`config.mk`:
```
export PLATFORM = sky130hd
export DESIGN_NAME = tea_stage
export DESIGN_NICKNAME = d
export VERILOG_FILES = /design/src/design/tea_block_cipher_macros.svh /design/src/design/tea_pkg.sv /design/src/design/tea_stage.sv
export SDC_FILE = /design/constraint.sdc
export NUM_CORES = 1
export LEC_CHECK = 0
export ABC_AREA = 1
export BUFFER_PORTS_ARGS = -buffer_cell sky130_fd_sc_hd__buf_2
export CORE_MARGIN = 2
export CORE_UTILIZATION = 52
export CTS_BUF_LIST = sky130_fd_sc_hd__clkbuf_4 sky130_fd_sc_hd__clkbuf_8
export CTS_CLUSTER_DIAMETER = 80
export CTS_CLUSTER_SIZE = 24
export DETAILED_ROUTE_END_ITERATION = 6
export HOLD_SLACK_MARGIN = 0.15
export PLACE_DENSITY = 0.81
export SETUP_SLACK_MARGIN = 0.4
export SYNTH_ARGS = -nofsm -noshare
export SYNTH_HDL_FRONTEND = slang
export SYNTH_SLANG_ARGS = --single-unit
```
`constraint.sdc`:
```
create_clock -name clk -period 3.8 [get_ports clk]
set_input_delay 0.57 -clock clk [delete_from_list [all_inputs] [get_ports clk]]
set_output_delay 0.57 -clock clk [all_outputs]
set_load 0.03 [all_outputs]
```
`src/design/tea_block_cipher_macros.svh`:
```
// Assertion macros shared by the TEA block cipher RTL.
`ifndef TEA_BLOCK_CIPHER_MACROS_SVH
`define TEA_BLOCK_CIPHER_MACROS_SVH

`ifndef SYNTHESIS

// Check a property on every rising clock edge outside reset.
`define TEA_ASSERT(label, clk, rst_n, prop, msg) \
	label: assert property (@(posedge clk) disable iff (!rst_n) (prop)) else $error(msg);

// Check that a condition in one cycle implies a condition in the next.
`define TEA_ASSERT_NEXT(label, clk, rst_n, ante, cons, msg) \
	label: assert property (@(posedge clk) disable iff (!rst_n) (ante) |=> (cons)) \
		else $error(msg);

`else

`define TEA_ASSERT(label, clk, rst_n, prop, msg)
`define TEA_ASSERT_NEXT(label, clk, rst_n, ante, cons, msg)

`endif

`endif

```
`src/design/tea_pkg.sv`:
```
// Types, constants and round function of the TEA block cipher.
`timescale 1ns / 1ps

package tea_pkg;

	localparam int unsigned TEA_ROUNDS    = 16;
	localparam int unsigned TEA_WORD_W    = 32;
	localparam int unsigned TEA_KEY_WORDS = 4;
	localparam int unsigned TEA_CFG_IDX_W = 2;
	localparam logic [TEA_WORD_W-1:0] TEA_DELTA = 32'h9E37_79B9;
	localparam int unsigned TEA_SHL = 4;
	localparam int unsigned TEA_SHR = 5;

	typedef logic [TEA_WORD_W-1:0] tea_word_t;
	typedef logic [TEA_KEY_WORDS-1:0][TEA_WORD_W-1:0] tea_key_t;

	typedef enum logic [TEA_CFG_IDX_W-1:0] {
		CFG_KEY0 = 2'd0,
		CFG_KEY1 = 2'd1,
		CFG_KEY2 = 2'd2,
		CFG_KEY3 = 2'd3
	} tea_cfg_idx_t;

	// Request payload
	typedef struct packed {
		logic      req_type;
		tea_word_t block_first;
		tea_word_t block_second;
		logic      last_block;
	} tea_req_t;

	// Result payload
	typedef struct packed {
		tea_word_t out_first;
		tea_word_t out_second;
		logic      out_last;
	} tea_rsp_t;

	// Block state carried between pipeline stages
	typedef struct packed {
		logic      dec;
		tea_word_t y;
		tea_word_t z;
		logic      last;
	} tea_stage_t;

	// Running sum after n additions of delta, wrapped at 32 bits.
	function automatic tea_word_t tea_sum(input int unsigned n);
		tea_word_t s;
		s = '0;
		for (int unsigned i = 0; i < n; i++) begin
			s = s + TEA_DELTA;
		end
		return s;
	endfunction

	// One mixing of a half with the running sum and a key pair.
	function automatic tea_word_t tea_mix(input tea_word_t h, input tea_word_t sum,
		input tea_word_t ka, input tea_word_t kb);
		return ((h << TEA_SHL) + ka) ^ (h + sum) ^ ((h >> TEA_SHR) + kb);
	endfunction

endpackage

```
`src/design/tea_stage.sv`:
```
// One half-round pipeline stage of the TEA block cipher.
`timescale 1ns / 1ps

module tea_stage import tea_pkg::*; (
	input  logic       clk,
	input  logic       arst_n,
	input  logic       half_sel,
	input  tea_word_t  sum_enc,
	input  tea_word_t  sum_dec,
	input  tea_key_t   key,
	input  logic       in_valid,
	input  tea_stage_t in_data,
	output logic       in_ready,
	output logic       out_valid,
	output tea_stage_t out_data,
	input  logic       out_ready
);

	logic       valid_s1;
	tea_stage_t data_s1;
	logic       upd_y;
	tea_word_t  src;
	tea_word_t  dst;
	tea_word_t  sum;
	tea_word_t  ka;
	tea_word_t  kb;
	tea_word_t  mixed;
	tea_word_t  dst_new;
	tea_stage_t nxt;

	// Encrypt updates y then z; decrypt updates z then y.
	assign upd_y = (half_sel == 1'b0) != in_data.dec;

	always_comb begin
		src     = upd_y ? in_data.z : in_data.y;
		dst     = upd_y ? in_data.y : in_data.z;
		sum     = in_data.dec ? sum_dec : sum_enc;
		ka      = upd_y ? key[CFG_KEY0] : key[CFG_KEY2];
		kb      = upd_y ? key[CFG_KEY1] : key[CFG_KEY3];
		mixed   = tea_mix(src, sum, ka, kb);
		dst_new = in_data.dec ? (dst - mixed) : (dst + mixed);
		nxt     = in_data;
		if (upd_y) begin
			nxt.y = dst_new;
		end else begin
			nxt.z = dst_new;
		end
	end

	// Take a new entry when empty or when the held one moves on.
	assign in_ready = !valid_s1 || out_ready;

	always_ff @(posedge clk or negedge arst_n) begin
		if (!arst_n) begin
			valid_s1 <= 1'b0;
		end else if (in_ready) begin
			valid_s1 <= in_valid;
		end
	end

	always_ff @(posedge clk) begin
		if (in_ready && in_valid) begin
			data_s1 <= nxt;
		end
	end

	assign out_valid = valid_s1;
	assign out_data  = data_s1;

endmodule

```
==> PnR_summary.wiki, run 1 <==
{| class="wikitable"
! Metric !! Value
|-
| Overflow after GRT || 1185
|-
| Count of pins on the block boundary || 331
|-
| Placement row count || 60
|-
| Share of the synthesized area in the top cell type || 25.6%
|-
| Step where the flow halted || 5_1_grt
|-
| Xor/xnor share of the synthesized area || 7.51%
|-
| Sequential area share after synthesis || 14.0%
|-
| Async set or reset register ratio after synthesis || 1.49%
|-
| Number of buffer cells added on primary ports || 330
|-
| Fraction of the mapped netlist area in compound gates || 13.3%
|-
| TritonCTS buffer count || 9
|-
| Net count of the mapped netlist || 2878
|-
| Post-synthesis share of cell area spent on and, or, nand and nor gates || 44.0%
|-
| Total routing resource utilization after global routing || 95.9%
|-
| Post-synthesis instance total || 2495
|-
| CTS Sinks || 67
|-
| Status || stopped before the end
|-
| Die Wd || 170 um
|-
| Pin ending the worst setup path after global-route repair || out_data[64]$_DFFE_PP_/D
|-
| Most repeated cell in the gate-level netlist after synthesis || nand2_1
|-
| Hpwl dp || 55100 um
|-
| Die H || 170 um
|-
| Number of flops mapped to enable cells by yosys || 66
|-
| Avg Cell Area, Syn || 5.73 um^2
|-
| Unique cell type count in the Yosys netlist || 54
|-
| Arithmetic-cell share of the synthesized area counting full adders, half adders and majority gates || 10.6%
|-
| Initial core utilization || 53.0%
|-
| H-tree levels || 3
|-
| Buffer levels on the longest clock path || 2
|-
| Clk Tree Root Cell || clkbuf_8
|-
| Log Error || [ERROR GRT-0232] Routing congestion too high. Check the congestion heatmap in the GUI.
|-
| Top cells by area in the synthesized netlist || nand2_1 (26%), edfxtp_1 (14%), ha_1 (10%)
|-
| Kind of pin the worst path terminates on || register input
|-
| Most common library cells after synthesis || nand2_1 (975), inv_1 (292), nand3_1 (168), o21ai_0 (140), nor2_1 (139)
|-
| Share of cell area taken by muxes after synthesis || 0.420%
|-
| GPL Wtd Cong || 1.04
|-
| Post-Syn Area || 14300 um^2
|-
| Main flop type after synthesis || edfxtp_1
|-
| Largest family of logic cells by synthesized area || simple AND/OR/NAND/NOR gates
|-
| Cell type with the largest total area after synthesis || nand2_1
|-
| Count of warnings emitted by yosys || 0
|-
| Largest net degree at the start of global routing || 67
|-
| Number of storage elements in the synthesis netlist || 67
|}
-- metal layers --
metal / global-route usage [%] / overflow
met1: 88.9 / 36
met2: 113 / 794
met3: 82.3 / 39
met4: 107 / 314
met5: 61.9 / 2
-- through the flow --
step	area (um^2)	utilization, %	setup TNS, ps	setup WS, ps	instances
floorplan	14600	-	-56630	-1460	2495
global placement	21000	77.8	-106640	-2470	3716
detailed placement	21000	77.8	-116580	-2610	3716
CTS	23100	85.6	-61010	-1540	3783
-- what timing repair did --
action | 4_1_cts
setup buffers | 44
pin swaps | 83
resized for setup | 303
cloned | 6
endpoints found under the hold margin | 1
hold buffers | 1
endpoints found under the setup margin | 62
-- logic make-up after synthesis --
| logic type | count (synthesis) |
|---|---|
| adder cells (fa/ha/maj) | 120 |
| multiplexers | 6 |
| AO/OA/AOI/OAI | 346 |
| AND/OR/NAND/NOR | 1466 |
| XOR/XNOR | 117 |
| flip-flops | 67 |
| buffers and inverters | 373 |
==> run 2, diff against run 1 <==
==> config.mk (replaced) <==
export PLATFORM = sky130hd
export DESIGN_NAME = tea_stage
export DESIGN_NICKNAME = d
export VERILOG_FILES = /design/src/design/tea_block_cipher_macros.svh /design/src/design/tea_pkg.sv /design/src/design/tea_stage.sv
export SDC_FILE = /design/constraint.sdc
export NUM_CORES = 1
export LEC_CHECK = 0
export ABC_AREA = 1
export BUFFER_PORTS_ARGS = -buffer_cell sky130_fd_sc_hd__buf_2
export CORE_MARGIN = 2
export CORE_UTILIZATION = 40
export DETAILED_ROUTE_END_ITERATION = 6
export PLACE_DENSITY_LB_ADDON = 0.15
export SYNTH_ARGS = -nofsm -noshare
export SYNTH_HDL_FRONTEND = slang
export SYNTH_SLANG_ARGS = --single-unit
==> constraint.sdc (replaced) <==
create_clock -name clk -period 4.9 [get_ports clk]
set_input_delay 0.735 -clock clk [delete_from_list [all_inputs] [get_ports clk]]
set_output_delay 0.735 -clock clk [all_outputs]
set_load 0.03 [all_outputs]
==> PnR_summary.wiki, run 2 <==
{| class="wikitable"
! Metric !! Value
|-
| Footprint of the multi-input gates || 13200 um^2
|-
| Power density of the placed cells || 479 nW/um^2
|-
| Area of the core || 35400 um^2
|-
| Count of warnings emitted by yosys || 0 (unchanged)
|-
| Total routing resource utilization after global routing || 36.6%
|-
| Critical Path Start Type || input pin
|-
| Top cells by area in the synthesized netlist || nand2_1 (26%), edfxtp_1 (14%), ha_1 (10%)
|-
| Main flop type after synthesis || edfxtp_1
|-
| Post-synthesis instance total || 2495 (unchanged)
|-
| Largest net degree at the start of global routing || 67
|-
| Most frequent cell on the critical path || nand2_1
|-
| Worst ir drop on vdd || 0.000467 V
|-
| Number of global-route vias before repair || 19600
|-
| Unique cell type count in the Yosys netlist || 54 (unchanged)
|-
| Met3 usage || 3.98%
|-
| Final standard cell utilization of the core || 69.2%
|-
| Hold/Removal Path Class || input pin to asynchronous set/reset pin
|-
| Source-to-sink clock delay at the later pin of the worst-skew pair || 340 ps
|-
| Cell type with the largest total area after synthesis || nand2_1
|-
| Final critical path time including I/O delays and setup || 6010 ps
|-
| Net count of the finished layout || 3862
|-
| Number of routed nets with antenna violations || 0
|-
| Placement row count || 69 (+15%)
|-
| Final hold viol count || 0
|-
| TritonCTS buffer count || 9 (unchanged)
|-
| Avg Cell Area, Syn || 5.73 um^2 (unchanged)
|-
| CTS Sinks || 67 (unchanged)
|-
| Layout cells sized above 1 || 44.9%
|-
| Cell at the slowest stage of the critical path || fa_2
|-
| Buffer levels on the longest clock path || 2 (unchanged)
|-
| Wire length of the first global-routing pass || 104000 um
|-
| Clk Tree Root Cell || clkbuf_16
|-
| GRT Max-Usage Layer || met2
|-
| Initial core utilization || 40.4% (-13 points)
|-
| Fin Clk Skew || 7.39 ps
|-
| Number of storage elements in the synthesis netlist || 67 (unchanged)
|-
| Critical path start-end classification || input pin to flop
|-
| Number of flops mapped to enable cells by yosys || 66 (unchanged)
|-
| Overflow after GRT || 0
|-
| H-tree levels || 3 (unchanged)
|-
| Routed wire length || 74600 um
|-
| Number of detailed-routing iterations run before antenna repair || 5
|-
| Maxcap violations || 0
|-
| Cts hold-fix bufs || 0 (-1)
|-
| Mean number of vias per cell || 5.39
|-
| Hpwl dp || 59100 um (+7.3%)
|-
| Highest net fanout along the worst path || 6
|-
| Share of the synthesized area in the top cell type || 25.6% (unchanged)
|-
| Crit path setup slack, layout || -1110 ps
|-
| Kind of capture point of the worst setup path || flop
|-
| Most common library cells after synthesis || nand2_1 (975), inv_1 (292), nand3_1 (168), o21ai_0 (140), nor2_1 (139)
|-
| Register clock-pin slew on the reported worst setup and hold paths || 60 ps
|-
| Req. time, crit path || 4990 ps
|-
| Count of non-filler cells in the finished layout || 3945
|-
| Peak per-stage delay on the critical path || 450 ps
|-
| Area of all sequential standard cells || 2010 um^2
|-
| Area growth syn-to-layout || 71.3%
|-
| Headroom to the max-slew limit || 43.1%
|-
| Net count of the mapped netlist || 2878 (unchanged)
|-
| Transition time of the tightest slew-check pin || 853 ps
|-
| Die Wd || 193 um (+14%)
|-
| Count of pins on the block boundary || 331 (unchanged)
|-
| Number of antenna violations at the first check in global routing || 0
|-
| Reported leakage power || 13.2 nW
|-
| Count of endpoints failing setup in the final report || 50
|-
| WP data arrival || 6100 ps
|-
| Met2 Usage GRT || 63.1%
|-
| Hold Slack || 161 ps
|-
| FMAX || 166 MHz
|-
| Met1 track demand over resource || 47.4%
|-
| GPL Wtd Cong || 1.01 (-2.8%)
|-
| Max-slew violation count || 0
|-
| Number of DRC markers after the initial detailed-route iteration || 1971
|-
| Commonest cells after routing, fill and taps aside || nand2_1 (858), buf_4 (656), buf_2 (328)
|-
| Largest register FFs || 66
|-
| Async set or reset register ratio after synthesis || 1.49% (unchanged)
|-
| Average routed wire per standard cell || 18.9 um
|-
| Family with the most delay on the worst path || simple AND/OR/NAND/NOR gates
|-
| Post-Syn Area || 14300 um^2 (unchanged)
|-
| Setup repair after global routing missed its margin || yes
|-
| Number of buffer cells added on primary ports || 330 (unchanged)
|-
| Most repeated cell in the gate-level netlist after synthesis || nand2_1
|-
| Fraction of the cycle the final worst path needs || 123%
|-
| CTS tree || done
|-
| Vias || 21300
|-
| Overall die area || 37300 um^2
|-
| Cells after DPL || 3861 (+3.9%)
|-
| Sum of buffers and inverters on the critical path || 8
|-
| Count of filler cells inserted in the layout || 3018
|-
| Most frequent standard cell in the layout excluding fill and tap cells || nand2_1
|-
| Diodes inserted || 0
|-
| Status || finished, violations left
|-
| Number of design rule violations left after detail routing || 0
|-
| Sequential area share after synthesis || 14.0% (unchanged)
|-
| Violated checks || negative setup slack
|-
| Die H || 193 um (+14%)
|}
run 2: cell counts after synthesis:
Identical to the previous run, type by type.
run 2: path summary, 6_finish.rpt:
check | startpoint | end | slack, ps | cells after the start
worst min-delay path | arst_n | out_valid | 160 | 1
worst max register to register | out_valid | out_data[36] | 3250 | 2
max in group asynchronous | arst_n | out_valid | 4650 | 1
worst max-delay path | in_data[65] | out_data[57] | -1110 | 43
min in group clk | in_data[0] | out_data[0] | 570 | 1
worst min register to register | out_valid | out_valid | 580 | 2
run 2: cell type report:
| cell class | count | area share (%) |
|---|---|---|
| multi-input combinational | 2059 | 54.1 |
| timing repair buffer | 1023 | 29.2 |
| sequential | 67 | 8.20 |
| inverter | 319 | 5.00 |
| tap | 461 | 2.36 |
| clock buffer | 9 | 0.920 |
| clock inverter | 7 | 0.276 |
run 2: stage by stage:
stage	worst slack (ps)	power, mW	area [um^2]	setup TNS [ps]
after floorplan	-527	5.18	14600	-10400
after global placement	-2250	8.52	21300	-61990
after detailed placement	-2320	8.64	21300	-67120
after CTS	-735	10.0	23000	-17310
after global routing	-1330	12.4	24500	-41370
final	-1110	11.7	24500	-32510
run 2: metal layers:
layer  vias up  wire, um
met2      1130     34400
met4         0      3420
met5         -         0
li1      10000         -
met3       223      6820
met1      9865     30000
run 2: logic make-up after synthesis:
| group | count (synthesis) | synth area share, % |
|---|---|---|
| compound gates | 346 | 13.3 |
| xor+xnor | 117 | 7.51 |
| fa+ha+maj | 120 | 10.6 |
| buf+inv | 373 | 10.1 |
| flops | 67 | 14.0 |
| mux | 6 | 0.420 |
| simple gates | 1466 | 44.0 |
run 2: power breakdown:
group | switching [mW] | internal, mW | total (mW) | leakage (nW)
Clock | 0.255 | 0.392 | 0.647 | 0.139
Sequential | 0.0364 | 0.906 | 0.943 | 0.646
Combinational | 5.59 | 4.55 | 10.1 | 12.4
Total | 5.88 | 5.84 | 11.7 | 13.2
run 2: what timing repair did:
item,CTS,global route
setup endpoints to repair,50,50
resized for setup,239,295
buffers inserted,31,32
pin swaps,69,134
cloned,6,1
Note: power is estimated with default switching activity, not from simulation.
==> run 3, diff against run 2 <==
==> constraint.sdc (replaced) <==
create_clock -name clk -period 7 [get_ports clk]
set_input_delay 1.05 -clock clk [delete_from_list [all_inputs] [get_ports clk]]
set_output_delay 1.05 -clock clk [all_outputs]
set_load 0.03 [all_outputs]
==> PnR_summary.wiki, run 3 (synthesized netlist as in run 2, its figures left out) <==
{| class="wikitable"
! Metric !! Value
|-
| CTS Sinks || 67 (unchanged)
|-
| Sum of buffers and inverters on the critical path || 6 (-2)
|-
| Routed wire length || 61200 um (-18%)
|-
| Average routed wire per standard cell || 18.0 um (-5.0%)
|-
| Placement row count || 69 (unchanged)
|-
| Area of all sequential standard cells || 2010 um^2 (unchanged)
|-
| Most frequent cell on the critical path || nand2_1
|-
| Area growth syn-to-layout || 25.1%
|-
| Total routing resource utilization after global routing || 32.1% (-4.5 points)
|-
| Crit path setup slack, layout || 443 ps (+1550 ps)
|-
| Number of DRC markers after the initial detailed-route iteration || 1365 (-31%)
|-
| Number of routed nets with antenna violations || 0 (unchanged)
|-
| Max-slew violation count || 0 (unchanged)
|-
| Initial core utilization || 40.4% (unchanged)
|-
| Buffer levels on the longest clock path || 2 (unchanged)
|-
| Number of detailed-routing iterations run before antenna repair || 6 (+1)
|-
| CTS tree || done
|-
| Kind of capture point of the worst setup path || flop
|-
| TritonCTS buffer count || 9 (unchanged)
|-
| Final standard cell utilization of the core || 50.5% (-19 points)
|-
| Cell at the slowest stage of the critical path || a21oi_1
|-
| Final critical path time including I/O delays and setup || 6560 ps
|-
| Peak per-stage delay on the critical path || 400 ps (-50 ps)
|-
| Overall power || 5.41 mW (-54%)
|-
| Count of pins on the block boundary || 331 (unchanged)
|-
| Critical path start-end classification || input pin to flop
|-
| Fraction of the cycle the final worst path needs || 93.7%
|-
| Hold/Removal Path Class || input pin to asynchronous set/reset pin
|-
| Vias || 18000 (-16%)
|-
| Count of non-filler cells in the finished layout || 3406 (-14%)
|-
| FMAX || 153 MHz
|-
| Transition time of the tightest slew-check pin || 825 ps (-27.9 ps)
|-
| Headroom to the max-slew limit || 44.4% (+1.3 points)
|-
| Die H || 193 um (unchanged)
|-
| Number of buffer cells added on primary ports || 330 (unchanged)
|-
| Commonest cells after routing, fill and taps aside || nand2_1 (973), buf_2 (330), inv_1 (292)
|-
| Number of antenna violations at the first check in global routing || 0 (unchanged)
|-
| Count of filler cells inserted in the layout || 3786 (+25%)
|-
| WP data arrival || 6640 ps (+540 ps)
|-
| Clk Tree Root Cell || clkbuf_16
|-
| Number of design rule violations left after detail routing || 0 (unchanged)
|-
| Family with the most delay on the worst path || simple AND/OR/NAND/NOR gates
|-
| Area of the core || 35400 um^2 (unchanged)
|-
| Setup repair after global routing missed its margin || no
|-
| Req. time, crit path || 7080 ps (+2090 ps)
|-
| Footprint of the multi-input gates || 10900 um^2 (-18%)
|-
| Register clock-pin slew on the reported worst setup and hold paths || 50 ps (about the same)
|-
| GPL Wtd Cong || 1.10 (+9.3%)
|-
| H-tree levels || 3 (unchanged)
|-
| Cells after DPL || 3389 (-12%)
|-
| Worst ir drop on vdd || 0.000263 V (-44%)
|-
| Most frequent standard cell in the layout excluding fill and tap cells || nand2_1
|-
| Power density of the placed cells || 303 nW/um^2 (-37%)
|-
| Net count of the finished layout || 3323 (-14%)
|-
| Die Wd || 193 um (unchanged)
|-
| Hpwl dp || 54200 um (-8.2%)
|-
| Wire length of the first global-routing pass || 89800 um (-13%)
|-
| Status || complete, no violations
|-
| Overflow after GRT || 0 (unchanged)
|-
| Overall die area || 37300 um^2 (unchanged)
|-
| Mean number of vias per cell || 5.27 (-2.2%)
|-
| Post-DP Area || 17500 um^2 (-18%)
|-
| Post-Place Worst Slack || -39.9 ps (+2280 ps)
|-
| Number of global-route vias before repair || 16400 (-16%)
|-
| Maxcap violations || 0 (unchanged)
|-
| Source-to-sink clock delay at the later pin of the worst-skew pair || 340 ps (about the same)
|-
| Largest net degree at the start of global routing || 67 (unchanged)
|-
| Cts hold-fix bufs || 0 (unchanged)
|-
| Layout cells sized above 1 || 21.5% (-23 points)
|-
| Final hold viol count || 0 (unchanged)
|-
| Fin Clk Skew || 7.04 ps (-0.355 ps)
|-
| Critical Path Start Type || input pin
|-
| Largest register FFs || 66 (unchanged)
|-
| Count of endpoints failing setup in the final report || 0 (-100%)
|-
| Reported leakage power || 10.2 nW (-23%)
|-
| Fin area || 17900 um^2 (-27%)
|-
| Highest net fanout along the worst path || 44 (+38)
|}
[run 3: worst paths after layout]
check | start | endpoint | slack [ps] | depth (start not counted)
worst max-delay path | in_data[65] | out_data[27] | 440 | 32
worst min-delay path | arst_n | out_valid | 480 | 1
worst max register to register | out_valid | out_data[1] | 5380 | 2
worst min register to register | out_valid | out_valid | 590 | 2
max in group asynchronous | arst_n | out_valid | 6430 | 1
min in group clk | out_valid | out_valid | 590 | 2
[run 3: repair_timing]
| action | in CTS | in global routing |
|---|---|---|
| setup endpoints to repair | 0 | 10 |
| gates resized for setup | 0 | 19 |
| hold endpoints to repair | 0 | 0 |
| buffers inserted | 0 | 1 |
[run 3: final cells by class]
cell class / instances / area share (%)
clock inverters: 4 / 0.238
inverters: 319 / 6.69
multi-input cells: 2055 / 61.0
well taps: 461 / 3.22
diodes: 1 / 0.0140
repair buffers: 488 / 16.3
clock buffers: 11 / 1.30
flip-flops and latches: 67 / 11.2
[run 3: through the flow]
step / hold slack, ps / setup TNS (ps)
final: 480 / 0
after global routing: 477 / 0
after CTS: 473 / 0
after detailed placement: 594 / -99.2
after global placement: 560 / 0
after floorplan: 754 / 0
[run 3: power by group]
group / leakage (nW) / switching [mW] / internal [mW]
clock: 0.134 / 0.155 / 0.270
combinational: 9.39 / 2.73 / 1.60
sequential: 0.646 / 0.0253 / 0.635
[run 3: routing by layer]
| metal | vias up | wire (um) | global-route usage [%] |
|---|---|---|---|
| met5 | - | 0 | 0 |
| met2 | 729 | 28300 | 55.3 |
| li1 | 8968 | - | - |
| met3 | 67 | 4410 | 1.85 |
| met1 | 8194 | 27000 | 43.7 |
| met4 | 0 | 1470 | 8.62 |
